`src/sv/cfrs_pkg.sv`:
```
// cfrs_pkg: shared widths, rule word layout and stage word for the can frame rule switch
// no dependencies; compiled first
`default_nettype none

package cfrs_pkg;

    localparam int unsigned FRAME_ID_W     = 11;
    localparam int unsigned BYTE_W         = 8;
    localparam int unsigned BYTE_CNT       = 8;
    localparam int unsigned BYTE_SEL_W     = 3;
    localparam int unsigned PIN_CNT        = 64;
    localparam int unsigned PIN_SEL_W      = 6;
    localparam int unsigned RULE_ID_W      = 16;
    localparam int unsigned REG_COUNT      = 8;
    localparam int unsigned REG_IDX_W      = 3;
    localparam int unsigned RULE_W         = 46;
    localparam int unsigned RULE_COUNT_DEF = 8;

    typedef enum logic [2:0] {
        CMP_EQ  = 3'd0,
        CMP_NE  = 3'd1,
        CMP_GT  = 3'd2,
        CMP_LT  = 3'd3,
        CMP_AND = 3'd4,
        CMP_XOR = 3'd5
    } t_cmp;

    typedef enum logic [1:0] {
        ACT_ON     = 2'd0,
        ACT_OFF    = 2'd1,
        ACT_TOGGLE = 2'd2,
        ACT_NONE   = 2'd3
    } t_act;

    // msb first, matches the configuration word bit layout
    typedef struct packed {
        t_act                  action;
        logic [PIN_SEL_W-1:0]  pin;
        t_cmp                  cmp;
        logic [BYTE_W-1:0]     value;
        logic [BYTE_W-1:0]     mask;
        logic [BYTE_SEL_W-1:0] bytepos;
        logic [RULE_ID_W-1:0]  id;
    } t_rule;

    // word handed from cell to cell
    typedef struct packed {
        logic                             valid;
        logic [FRAME_ID_W-1:0]            id;
        logic [BYTE_CNT-1:0][BYTE_W-1:0]  bytes;
        logic [PIN_CNT-1:0]               pins;
        logic [REG_COUNT-1:0]             fired;
    } t_stage;

endpackage

`default_nettype wire

```
`src/sv/cfrs_if.sv`:
```
// cfrs_in_if / cfrs_out_if: valid-ready channels for frames in and results out
// depends on cfrs_pkg
`default_nettype none

interface cfrs_in_if import cfrs_pkg::*; ();
    logic                  valid;
    logic                  ready;
    logic [FRAME_ID_W-1:0] frame_id;
    logic [BYTE_W-1:0]     data_byte_0;
    logic [BYTE_W-1:0]     data_byte_1;
    logic [BYTE_W-1:0]     data_byte_2;
    logic [BYTE_W-1:0]     data_byte_3;
    logic [BYTE_W-1:0]     data_byte_4;
    logic [BYTE_W-1:0]     data_byte_5;
    logic [BYTE_W-1:0]     data_byte_6;
    logic [BYTE_W-1:0]     data_byte_7;

    modport source (
        output valid, frame_id, data_byte_0, data_byte_1, data_byte_2, data_byte_3,
               data_byte_4, data_byte_5, data_byte_6, data_byte_7,
        input  ready
    );
    modport sink (
        input  valid, frame_id, data_byte_0, data_byte_1, data_byte_2, data_byte_3,
               data_byte_4, data_byte_5, data_byte_6, data_byte_7,
        output ready
    );
endinterface

interface cfrs_out_if import cfrs_pkg::*; ();
    logic                 valid;
    logic                 ready;
    logic [PIN_CNT-1:0]   pin_levels;
    logic [REG_COUNT-1:0] fired_rules;

    modport source (output valid, pin_levels, fired_rules, input ready);
    modport sink   (input valid, pin_levels, fired_rules, output ready);
endinterface

`default_nettype wire

```
`src/sv/cfrs_cell.sv`:
```
// cfrs_cell: one rule of the chain; holds its rule word, tests the passing frame
// and hands the updated pin vector and fired mask to the next cell; uses cfrs_pkg
`default_nettype none

module cfrs_cell import cfrs_pkg::*; #(
    parameter int unsigned CELL_IDX = 0
) (
    input  wire logic                 i_clk,
    input  wire logic                 i_rst_n,
    input  wire logic                 i_adv,
    input  wire logic                 i_cfg_we,
    input  wire logic [REG_IDX_W-1:0] i_cfg_idx,
    input  wire logic [RULE_W-1:0]    i_cfg_data,
    input  wire t_stage               i_stage,
    output t_stage                    o_stage
);

    t_rule             r_rule;
    t_stage            r_stage;
    t_stage            n_stage;
    logic [BYTE_W-1:0] w_sel;
    logic              w_hold;
    logic              w_id_match;
    logic              w_hit;

    assign w_sel      = i_stage.bytes[r_rule.bytepos] & r_rule.mask;
    assign w_id_match = (r_rule.id == {{(RULE_ID_W-FRAME_ID_W){1'b0}}, i_stage.id});

    always_comb begin
        case (r_rule.cmp)
            CMP_EQ:  w_hold = (w_sel == r_rule.value);
            CMP_NE:  w_hold = (w_sel != r_rule.value);
            CMP_GT:  w_hold = (w_sel > r_rule.value);
            CMP_LT:  w_hold = (w_sel < r_rule.value);
            CMP_AND: w_hold = |(w_sel & r_rule.value);
            CMP_XOR: w_hold = |(w_sel ^ r_rule.value);
            default: w_hold = 1'b0;
        endcase
    end

    assign w_hit = i_stage.valid && w_id_match && w_hold;

    always_comb begin
        n_stage = i_stage;
        if (w_hit) begin
            n_stage.fired[REG_IDX_W'(CELL_IDX)] = 1'b1;
            case (r_rule.action)
                ACT_ON:     n_stage.pins[r_rule.pin] = 1'b0;
                ACT_OFF:    n_stage.pins[r_rule.pin] = 1'b1;
                ACT_TOGGLE: n_stage.pins[r_rule.pin] = ~i_stage.pins[r_rule.pin];
                default:    n_stage.pins = i_stage.pins;
            endcase
        end
    end

    always_ff @(posedge i_clk) begin
        if (!i_rst_n) begin
            r_rule        <= t_rule'('0);
            r_stage.valid <= 1'b0;
        end else begin
            if (i_cfg_we && (i_cfg_idx == REG_IDX_W'(CELL_IDX))) begin
                r_rule <= t_rule'(i_cfg_data);
            end
            if (i_adv) begin
                r_stage <= n_stage;
            end
        end
    end

    assign o_stage = r_stage;

endmodule

`default_nettype wire

```
`src/sv/can_frame_rule_output_switch_top.sv`:
```
// can frame rule output switch: top level
// usage notes
//   frames enter on i_frm (valid/ready); one result word per frame leaves on o_res
//   rules are written through i_cfg_we / i_cfg_idx / i_cfg_data while the block is idle,
//   index i selects rule i; writes to rules at or above RULE_COUNT have no effect
//   a frame walks a row of RULE_COUNT cells, one rule per cell per cycle, rule 0 first,
//   each cell passing the pin vector it left to the next one
//   a result passes through every cell register and then the output register to o_res
//   only one frame is in the row at a time; a new frame is taken in the cycle the
//   previous one leaves the last cell, with the last cell's pin vector bypassed to cell 0
//   the output register lets one finished result wait while the next frame is in the row
//   if o_res stalls and a second frame reaches the last cell, the row holds and i_frm
//   stays not ready until the waiting word is taken
//   reset clears all rules to zero, sets every pin level to one (inactive) and empties
//   the row and the output register
`default_nettype none

module can_frame_rule_output_switch_top import cfrs_pkg::*; #(
    parameter int unsigned RULE_COUNT = RULE_COUNT_DEF
) (
    input  wire logic                 i_clk,
    input  wire logic                 i_rst_n,
    cfrs_in_if.sink                   i_frm,
    cfrs_out_if.source                o_res,
    input  wire logic                 i_cfg_we,
    input  wire logic [REG_IDX_W-1:0] i_cfg_idx,
    input  wire logic [RULE_W-1:0]    i_cfg_data
);

    t_stage               w_stage [RULE_COUNT+1];
    t_stage               w_last;
    logic                 w_accept;
    logic                 w_load;
    logic                 w_adv;
    logic                 w_in_ready;
    logic                 r_busy;
    logic                 r_out_valid;
    logic [PIN_CNT-1:0]   r_out_pins;
    logic [REG_COUNT-1:0] r_out_fired;
    logic [PIN_CNT-1:0]   r_pin_vector;

    assign w_last     = w_stage[RULE_COUNT];
    assign w_load     = w_last.valid && (!r_out_valid || o_res.ready);
    assign w_adv      = !w_last.valid || w_load;
    assign w_in_ready = !r_busy || w_load;
    assign w_accept   = i_frm.valid && w_in_ready;

    always_comb begin
        w_stage[0].valid = w_accept;
        w_stage[0].id    = i_frm.frame_id;
        w_stage[0].bytes = {i_frm.data_byte_7, i_frm.data_byte_6, i_frm.data_byte_5,
                            i_frm.data_byte_4, i_frm.data_byte_3, i_frm.data_byte_2,
                            i_frm.data_byte_1, i_frm.data_byte_0};
        // a busy row means the previous frame is leaving this cycle
        w_stage[0].pins  = r_busy ? w_last.pins : r_pin_vector;
        w_stage[0].fired = '0;
    end

    for (genvar g = 0; g < RULE_COUNT; g++) begin : g_cell
        cfrs_cell #(
            .CELL_IDX (g)
        ) u_cell (
            .i_clk      (i_clk),
            .i_rst_n    (i_rst_n),
            .i_adv      (w_adv),
            .i_cfg_we   (i_cfg_we),
            .i_cfg_idx  (i_cfg_idx),
            .i_cfg_data (i_cfg_data),
            .i_stage    (w_stage[g]),
            .o_stage    (w_stage[g+1])
        );
    end

    always_ff @(posedge i_clk) begin
        if (!i_rst_n) begin
            r_busy       <= 1'b0;
            r_out_valid  <= 1'b0;
            r_pin_vector <= '1;
        end else begin
            if (w_accept) begin
                r_busy <= 1'b1;
            end else if (w_load) begin
                r_busy <= 1'b0;
            end
            if (w_load) begin
                r_out_valid  <= 1'b1;
                r_pin_vector <= w_last.pins;
            end else if (o_res.ready) begin
                r_out_valid <= 1'b0;
            end
        end
    end

    always_ff @(posedge i_clk) begin
        if (w_load) begin
            r_out_pins  <= w_last.pins;
            r_out_fired <= w_last.fired;
        end
    end

    assign i_frm.ready       = w_in_ready;
    assign o_res.valid       = r_out_valid;
    assign o_res.pin_levels  = r_out_pins;
    assign o_res.fired_rules = r_out_fired;

endmodule

`default_nettype wire

```
`src/flat_wrapper.sv`:
```
// flat-port wrapper written by rule: the top's interface ports become plain ports
module can_frame_rule_output_switch_top_flat import cfrs_pkg::*;
#(
    parameter int unsigned RULE_COUNT = RULE_COUNT_DEF
)
  (i_clk, i_rst_n, i_cfg_we, i_cfg_idx, i_cfg_data, i_frm_valid, i_frm_frame_id, i_frm_data_byte_0, i_frm_data_byte_1, i_frm_data_byte_2, i_frm_data_byte_3, i_frm_data_byte_4, i_frm_data_byte_5, i_frm_data_byte_6, i_frm_data_byte_7, i_frm_ready, o_res_valid, o_res_pin_levels, o_res_fired_rules, o_res_ready);
  cfrs_in_if i_frm_i ();
  cfrs_out_if o_res_i ();
  input  wire logic i_clk;
  input  wire logic i_rst_n;
  input  wire logic i_cfg_we;
  input  wire logic [REG_IDX_W-1:0] i_cfg_idx;
  input  wire logic [RULE_W-1:0] i_cfg_data;
  input wire logic [$bits(i_frm_i.valid)-1:0] i_frm_valid;
  input wire logic [$bits(i_frm_i.frame_id)-1:0] i_frm_frame_id;
  input wire logic [$bits(i_frm_i.data_byte_0)-1:0] i_frm_data_byte_0;
  input wire logic [$bits(i_frm_i.data_byte_1)-1:0] i_frm_data_byte_1;
  input wire logic [$bits(i_frm_i.data_byte_2)-1:0] i_frm_data_byte_2;
  input wire logic [$bits(i_frm_i.data_byte_3)-1:0] i_frm_data_byte_3;
  input wire logic [$bits(i_frm_i.data_byte_4)-1:0] i_frm_data_byte_4;
  input wire logic [$bits(i_frm_i.data_byte_5)-1:0] i_frm_data_byte_5;
  input wire logic [$bits(i_frm_i.data_byte_6)-1:0] i_frm_data_byte_6;
  input wire logic [$bits(i_frm_i.data_byte_7)-1:0] i_frm_data_byte_7;
  output wire logic [$bits(i_frm_i.ready)-1:0] i_frm_ready;
  output wire logic [$bits(o_res_i.valid)-1:0] o_res_valid;
  output wire logic [$bits(o_res_i.pin_levels)-1:0] o_res_pin_levels;
  output wire logic [$bits(o_res_i.fired_rules)-1:0] o_res_fired_rules;
  input wire logic [$bits(o_res_i.ready)-1:0] o_res_ready;
  assign i_frm_i.valid = i_frm_valid;
  assign i_frm_i.frame_id = i_frm_frame_id;
  assign i_frm_i.data_byte_0 = i_frm_data_byte_0;
  assign i_frm_i.data_byte_1 = i_frm_data_byte_1;
  assign i_frm_i.data_byte_2 = i_frm_data_byte_2;
  assign i_frm_i.data_byte_3 = i_frm_data_byte_3;
  assign i_frm_i.data_byte_4 = i_frm_data_byte_4;
  assign i_frm_i.data_byte_5 = i_frm_data_byte_5;
  assign i_frm_i.data_byte_6 = i_frm_data_byte_6;
  assign i_frm_i.data_byte_7 = i_frm_data_byte_7;
  assign i_frm_ready = i_frm_i.ready;
  assign o_res_valid = o_res_i.valid;
  assign o_res_pin_levels = o_res_i.pin_levels;
  assign o_res_fired_rules = o_res_i.fired_rules;
  assign o_res_i.ready = o_res_ready;
  can_frame_rule_output_switch_top #(.RULE_COUNT(RULE_COUNT)) u_core (.i_clk(i_clk), .i_rst_n(i_rst_n), .i_frm(i_frm_i), .o_res(o_res_i), .i_cfg_we(i_cfg_we), .i_cfg_idx(i_cfg_idx), .i_cfg_data(i_cfg_data));
endmodule
```
`config.mk`:
```
export PLATFORM = sky130hd
export DESIGN_NAME = can_frame_rule_output_switch_top_flat
export DESIGN_NICKNAME = d
export VERILOG_FILES = /design/src/sv/cfrs_pkg.sv /design/src/sv/cfrs_if.sv /design/src/sv/cfrs_cell.sv /design/src/sv/can_frame_rule_output_switch_top.sv /design/src/flat_wrapper.sv
export SDC_FILE = /design/constraint.sdc
export NUM_CORES = 2
export LEC_CHECK = 0
export ABC_AREA = 1
export BUFFER_PORTS_ARGS = -buffer_cell sky130_fd_sc_hd__buf_4
export CAP_MARGIN = 20
export CORE_ASPECT_RATIO = 0.9
export CORE_UTILIZATION = 35
export DETAILED_ROUTE_END_ITERATION = 8
export PLACE_DENSITY = 0.6
export SETUP_SLACK_MARGIN = 0.3
export SLEW_MARGIN = 40
export SYNTH_ARGS = -nofsm -noshare
export SYNTH_HDL_FRONTEND = slang
export SYNTH_SLANG_ARGS = --single-unit
```
`constraint.sdc`:
```
create_clock -name i_clk -period 24 [get_ports i_clk]
set_input_delay 2.4 -clock i_clk [delete_from_list [all_inputs] [get_ports i_clk]]
set_output_delay 2.4 -clock i_clk [all_outputs]
set_load 0.02 [all_outputs]
```
* Yosys cells after proc, flatten, opt, wreduce, memory -nomap -nowiden
Index checks and enable logic that the tools add are counted.
** Cells by class
- $lt $le $gt $ge :: 40
- Equality and inequality tests :: 87
- Mux-type cells :: 86
- Bitwise logic cells :: 56
- Reduce and logical (&&, ||, !) cells :: 76
** Operators with widths (count)
- 64-bit one-hot mux with 3 select lines :: 8
- 64-bit AND :: 8
- 64-bit bitwise mux :: 8
- 64-bit two-way mux :: 8
- 64-bit inverter :: 8
- 64-bit OR :: 8
- 8-bit binary-select mux with 3-bit select :: 8
- 8-bit AND :: 16
- 16-bit by 11-bit == test with 1-bit output :: 8
- 8-bit OR reduction :: 16
- 65-bit two-way mux :: 1
- 8-bit == test :: 8
- 8-bit greater-than comparator :: 8
- 8-bit less-than comparator :: 8
- 8-bit two-way mux :: 8
- 8-bit != test :: 8
- 8-bit XOR :: 8
- 3-bit == test, second input constant :: 20
- 6-bit by 7-bit less-than comparator with 1-bit output, second input constant :: 8
- 3-bit by 2-bit == test with 1-bit output, second input constant :: 18
- 1-bit binary-select mux with 6-bit select :: 8
- 1-bit demux with 6-bit select :: 8
- 6-bit by 1-bit >= comparator with 1-bit output, second input constant :: 8
- 1-bit one-hot mux with 6 select lines :: 8
- 13 further kinds :: 122
** Word-level totals
- Bits in registers :: 1587
- Output and inout port bits :: 74
- Word-level logic and storage cells :: 500

* Logic depth before layout (Yosys ltp)
- Depth after elaboration :: 8
- Mapped depth :: 23
- Gate-level depth less buffers :: 21

* Modules after synthesis
Synthesis repeated with hierarchy kept, for this count alone.
** Unflattened totals
- Cell total of the unflattened synthesis :: 12407
- Area total of the unflattened synthesis :: 93494.7 um^2
** By module, submodules not included
- cfrs_cell at u_core.g_cell[0].u_cell ... :: instances 3, cells each 1497, area an instance 11029.3 um^2, sequential area each 5355.1 um^2
- cfrs_cell at u_core.g_cell[1].u_cell :: instances 1, cells each 1498, area an instance 11033.1 um^2, sequential area each 5355.1 um^2
- cfrs_cell at u_core.g_cell[2].u_cell :: instances 1, cells each 1496, area an instance 11026.8 um^2, sequential area each 5355.1 um^2
- cfrs_cell at u_core.g_cell[4].u_cell :: instances 1, cells each 1496, area an instance 11025.6 um^2, sequential area each 5355.1 um^2
- cfrs_cell at u_core.g_cell[3].u_cell :: instances 1, cells each 1497, area an instance 11024.3 um^2, sequential area each 5355.1 um^2
- cfrs_cell at u_core.g_cell[7].u_cell :: instances 1, cells each 1495, area an instance 11021.8 um^2, sequential area each 5355.1 um^2
- can_frame_rule_output_switch_top :: instances 1, cells each 434, area an instance 5275.1 um^2, sequential area each 3483.3 um^2

* Worst setup path after synthesis
No wires, ideal clock.
- Path kind :: input to register
- Start point :: input port i_rst_n
- End point :: register u_core.g_cell[0].u_cell.r_stage (netlist bit u_core.g_cell[0].u_cell.o_stage[0]) (enable)
- Library setup time :: 1.412 ns
- Data arrival time :: 23.920 ns
- Required time :: 22.588 ns
- Path slack :: -1.332 ns
- Cell stages on the path :: 5
- Path buffers :: 3
- Path through :: clkbuf_1 > clkbuf_1 > clkbuf_1 > nand2_1 > inv_1
** On the way
- Word-level cells in the longest chain between the ends :: 1
** RTL lines
- from (decl) :: line flat_wrapper.sv:10 : input wire logic i_rst_n;
- 2-bit AND reduction (no source line)
- to (signal assigned) :: line cfrs_cell.sv:65 : r_stage <= n_stage;
- to (decl) :: line cfrs_cell.sv:19 : t_stage r_stage;
Every way passes these cells.
A chain may end at the register's enable or synchronous reset.

* Worst setup path after layout
- Start point :: input port o_res_ready
- End point :: output port i_frm_ready
** On the way
- Word-level cells in the longest chain between the ends :: 3
** RTL lines
- from (decl) :: line flat_wrapper.sv:28 : input wire logic [$bits(o_res_i.ready)-1:0] o_res_ready;
- 1-bit logical OR :: line can_frame_rule_output_switch_top.sv:43 : assign w_load = w_last.valid && (!r_out_valid || o_res.ready);
- 1-bit logical AND :: line can_frame_rule_output_switch_top.sv:43
- 1-bit logical OR :: line can_frame_rule_output_switch_top.sv:45 : assign w_in_ready = !r_busy || w_load;
- to (decl) :: line flat_wrapper.sv:24 : output wire logic [$bits(i_frm_i.ready)-1:0] i_frm_ready;
Every way passes these cells.

==> impl_metrics.tcl <==
set metrics [dict create \
    drt_iter0_drc 11294 \
    die_width_um 539 \
    finalSetupViolations 0 \
    reg2reg_slack_ns 18.82 \
    hold-path-endpoint "u_core.g_cell[7].u_cell.o_stage[2]" \
    switching_share_pct 26.8 \
    ant_nets 0 \
    slowest_delay_ns 0.42 \
    startpoint_type "primary input" \
    slew-limit-headroom_pct 38.7 \
    fill_cells 26565 \
    clkPwrFrac_pct 42.3 \
    grt_max_degree 124 \
    cts_sinks 1587 \
    r2r_cells 19 \
    combPwrFrac_pct 10.2 \
    synth_nets 12889 \
    syn_to_final_growth_pct 11.1 \
    yosys.area.top_type "edfxtp_1" \
    clock-root-buffer "clkbuf_16" \
    final_cell_mix "nand2_1 (3580), nor2_1 (2254), o21ai_0 (1400)" \
    period_minus_slack_ns 5.79 \
    crit_top_cell "buf_4" \
    synth_area_sq_mm 0.0908 \
    worst_pin_slew_ns 0.914 \
    grt-ovfl-total 0 \
    initial_core_util_pct 35.2 \
    p_switching_w 0.00182 \
    status "completed" \
    grt_pass1_vias 72474 \
    core_sq_mm 0.258 \
    tns_ns 0 \
    tritoncts "yes" \
    cts_hold_buffers 0 \
    hp-start "u_core.g_cell[6].u_cell.o_stage[2]" \
    gp_congestion 0.905 \
    grtUsageMet2_pct 32.8 \
    vias 83788 \
    skew_ns 0.109 \
    final_cells 15954 \
    internal_power_w 0.00496 \
    yosysTopAreaCellShare_pct 37.9 \
    ios 203 \
    cp_cell_sequence "buf_4, inv_1, nand2_1, nand2_2, nand2_4, buf_4" \
    ys_ff_latch 1587 \
    p_seq_share_pct 47.4 \
    routed_wl_um 313000 \
    wl_per_cell_um 19.6 \
    clk_latency_ns 0.90 \
    required_ns 21.60 \
    synth.avg_cell_area_sq_um 7.19 \
    ff_latch_area_sq_mm 0.0432 \
    cellPowerDensity_mw_per_mm2 67.2 \
    max-cap-violations 0 \
    worstHoldPathCells 0 \
    grt_use_total_pct 23.1 \
    synthCells 12625 \
    r2r-start "u_core.g_cell[3].u_cell.r_rule[16]" \
    final_common_cell "nand2_1" \
    crit_type "primary input to output port" \
    die_h_um 485 \
    yosysUniqueCellTypes 40 \
    yosys_warnings 0 \
    crit_path_end_kind "output port" \
    dp_cells 15611 \
    cts_resized 0 \
    clock_path_buffers 4 \
    rr_endpoint "u_core.g_cell[3].u_cell.o_stage[47]" \
    post-cts-setup-buffers 0 \
    viasPerCell 5.25 \
    antenna_found_initial 28 \
    cts_made_buffers 180 \
    finalHoldViolations 0 \
    io_buffer_count 202 \
    rsz0062_at_grt "false" \
    arrival_ns 3.39 \
    crit_fanout 15 \
    grtUsageMet1_pct 34.7 \
    drcViolationCount 0 \
    dr.pass1.iters 7 \
    ys_top_cells_by_area "edfxtp_1 (38%), nand2_1 (15%), dfxtp_1 (9.7%), nor2_1 (9.4%), o21ai_0 (7.7%)" \
    clkTransAtPathRegs_ns 0.07 \
    hpwl_um 216000 \
    grt_pass1_wl_um 467000 \
    design.die.area_sq_mm 0.262 \
    leakage_nw 41.2 \
    rows 177 \
    ir_worst_vdd_v 0.0000690 \
    multi_input_area_sq_mm 0.0406 \
    fmax_mhz 173 \
    nNetsFinal 12658 \
    crit_slowest_cell "nand2_2" \
    htree_num_levels 4 \
    layout-drive-gt1-share_pct 5.34 \
    slew_viol_final 0 \
    grt-busiest-layer "met1" \
    min_path_type "flop to flop" \
    yosysSeqAreaShare_pct 47.6 \
    fin_crit_sh_pct 24.1 \
    gr-usage-met3_pct 4.40 \
]
[cells by family after synthesis]
logic type | Yosys count | synth area share [%]
compound gates | 1948 | 11.2
flops | 1587 | 47.6
xor+xnor | 19 | 0.183
simple gates | 7107 | 31.2
fa+ha+maj | 135 | 1.86
buf+inv | 1829 | 7.91
[synthesized netlist by cell type]
master	number
inv_2	13
nand2_1	3590
o21a_1	10
a211oi_1	1
o22ai_1	78
inv_1	1097
nand3_1	736
nor3_2	3
buf_2	91
a22oi_1	1
nor3b_1	2
nand2_2	8
a21oi_1	300
clkinv_1	4
buf_4	26
xnor2_1	19
o221ai_1	9
nand3_2	1
edfxtp_1	1145
ha_1	135
clkbuf_2	12
buf_6	12
a31oi_1	56
nand2_4	2
or2_2	10
nor4_1	5
dfxtp_1	442
a22o_1	1
o21ai_1	8
clkbuf_1	565
nor3_1	434
o211ai_1	73
o21ai_0	1402
o21bai_1	9
nor2_2	9
and2_1	8
buf_1	9
nor2_1	2273
nand4_1	24
nand3b_1	2
[layer usage]
metal,vias up,part of all wire [%],wire [um]
li1,40613,-,-
met1,38814,46,143000
met2,3852,41,127000
met3,491,10,32400
met4,18,3.3,10300
met5,-,0.034,107
[flip-flops by register name, summed over array words and instances (netlist names)]
signal and count:
u_core.g_cell.u_cell.o_stage 1081, u_core.g_cell.u_cell.r_rule 368, u_core.o_res.pin_levels 64, u_core.r_pin_vector 64, u_core.o_res.fired_rules 8, u_core.o_res.valid 1
u_core.r_busy 1
[area by class of cell]
cell class / instances / area share [%]
well taps: 3401 / 4.22
multi-input cells: 9209 / 40.3
inverters: 1114 / 4.15
repair buffers: 302 / 2.43
clock buffers: 228 / 4.87
diodes: 16 / 0.0397
clock inverters: 97 / 1.13
flip-flops and latches: 1587 / 42.9
[power groups by stage]
stage / Sequential, W / Combinational (W) / Clock, W
2_1_floorplan: 0.00324 / 0.000480 / 0
3_3_place_gp: 0.00327 / 0.000675 / 0
3_5_place_dp: 0.00326 / 0.000682 / 0
4_1_cts: 0.00321 / 0.000684 / 0.00291
5_1_grt: 0.00322 / 0.000773 / 0.00301
6_report: 0.00322 / 0.000695 / 0.00287
[worst max-delay path by stage]
| stage | startpoint | end | slack [ns] | cells after the start |
|---|---|---|---|---|
| 2_1_floorplan | i_rst_n | u_core.g_cell[0].u_cell.o_stage[0] | 4.40 | 5 |
| 3_3_place_gp | o_res_ready | u_core.g_cell[3].u_cell.o_stage[47] | 17.25 | 9 |
| 3_5_place_dp | o_res_ready | u_core.g_cell[3].u_cell.o_stage[47] | 17.60 | 9 |
| 4_1_cts | o_res_ready | i_frm_ready | 17.95 | 6 |
| 5_1_grt | o_res_ready | i_frm_ready | 18.15 | 6 |
| 6_report | o_res_ready | i_frm_ready | 18.21 | 6 |
[metrics by stage]
step / worst slack [ns] / area, sq um / power, W / util [%] / hold slack [ns]
6_report: 18.21 / 101000 / 0.00678 / 39.1 / 0.416
5_1_grt: 18.15 / 101000 / 0.00700 / 39.1 / 0.422
4_1_cts: 17.95 / 101000 / 0.00680 / 39.0 / 0.409
3_5_place_dp: 17.60 / 94700 / 0.00395 / 36.7 / 0.405
3_3_place_gp: 17.25 / 94600 / 0.00394 / 36.6 / 0.402
2_1_floorplan: 4.40 / 90800 / 0.00372 / - / 0.400
[critical path, delay by kind of cell]
kind | cells | cell delay [ns]
and+or+nand+nor | 3 | 0.58
buffers and inverters | 3 | 0.41
(Power assumes the default switching activity.)
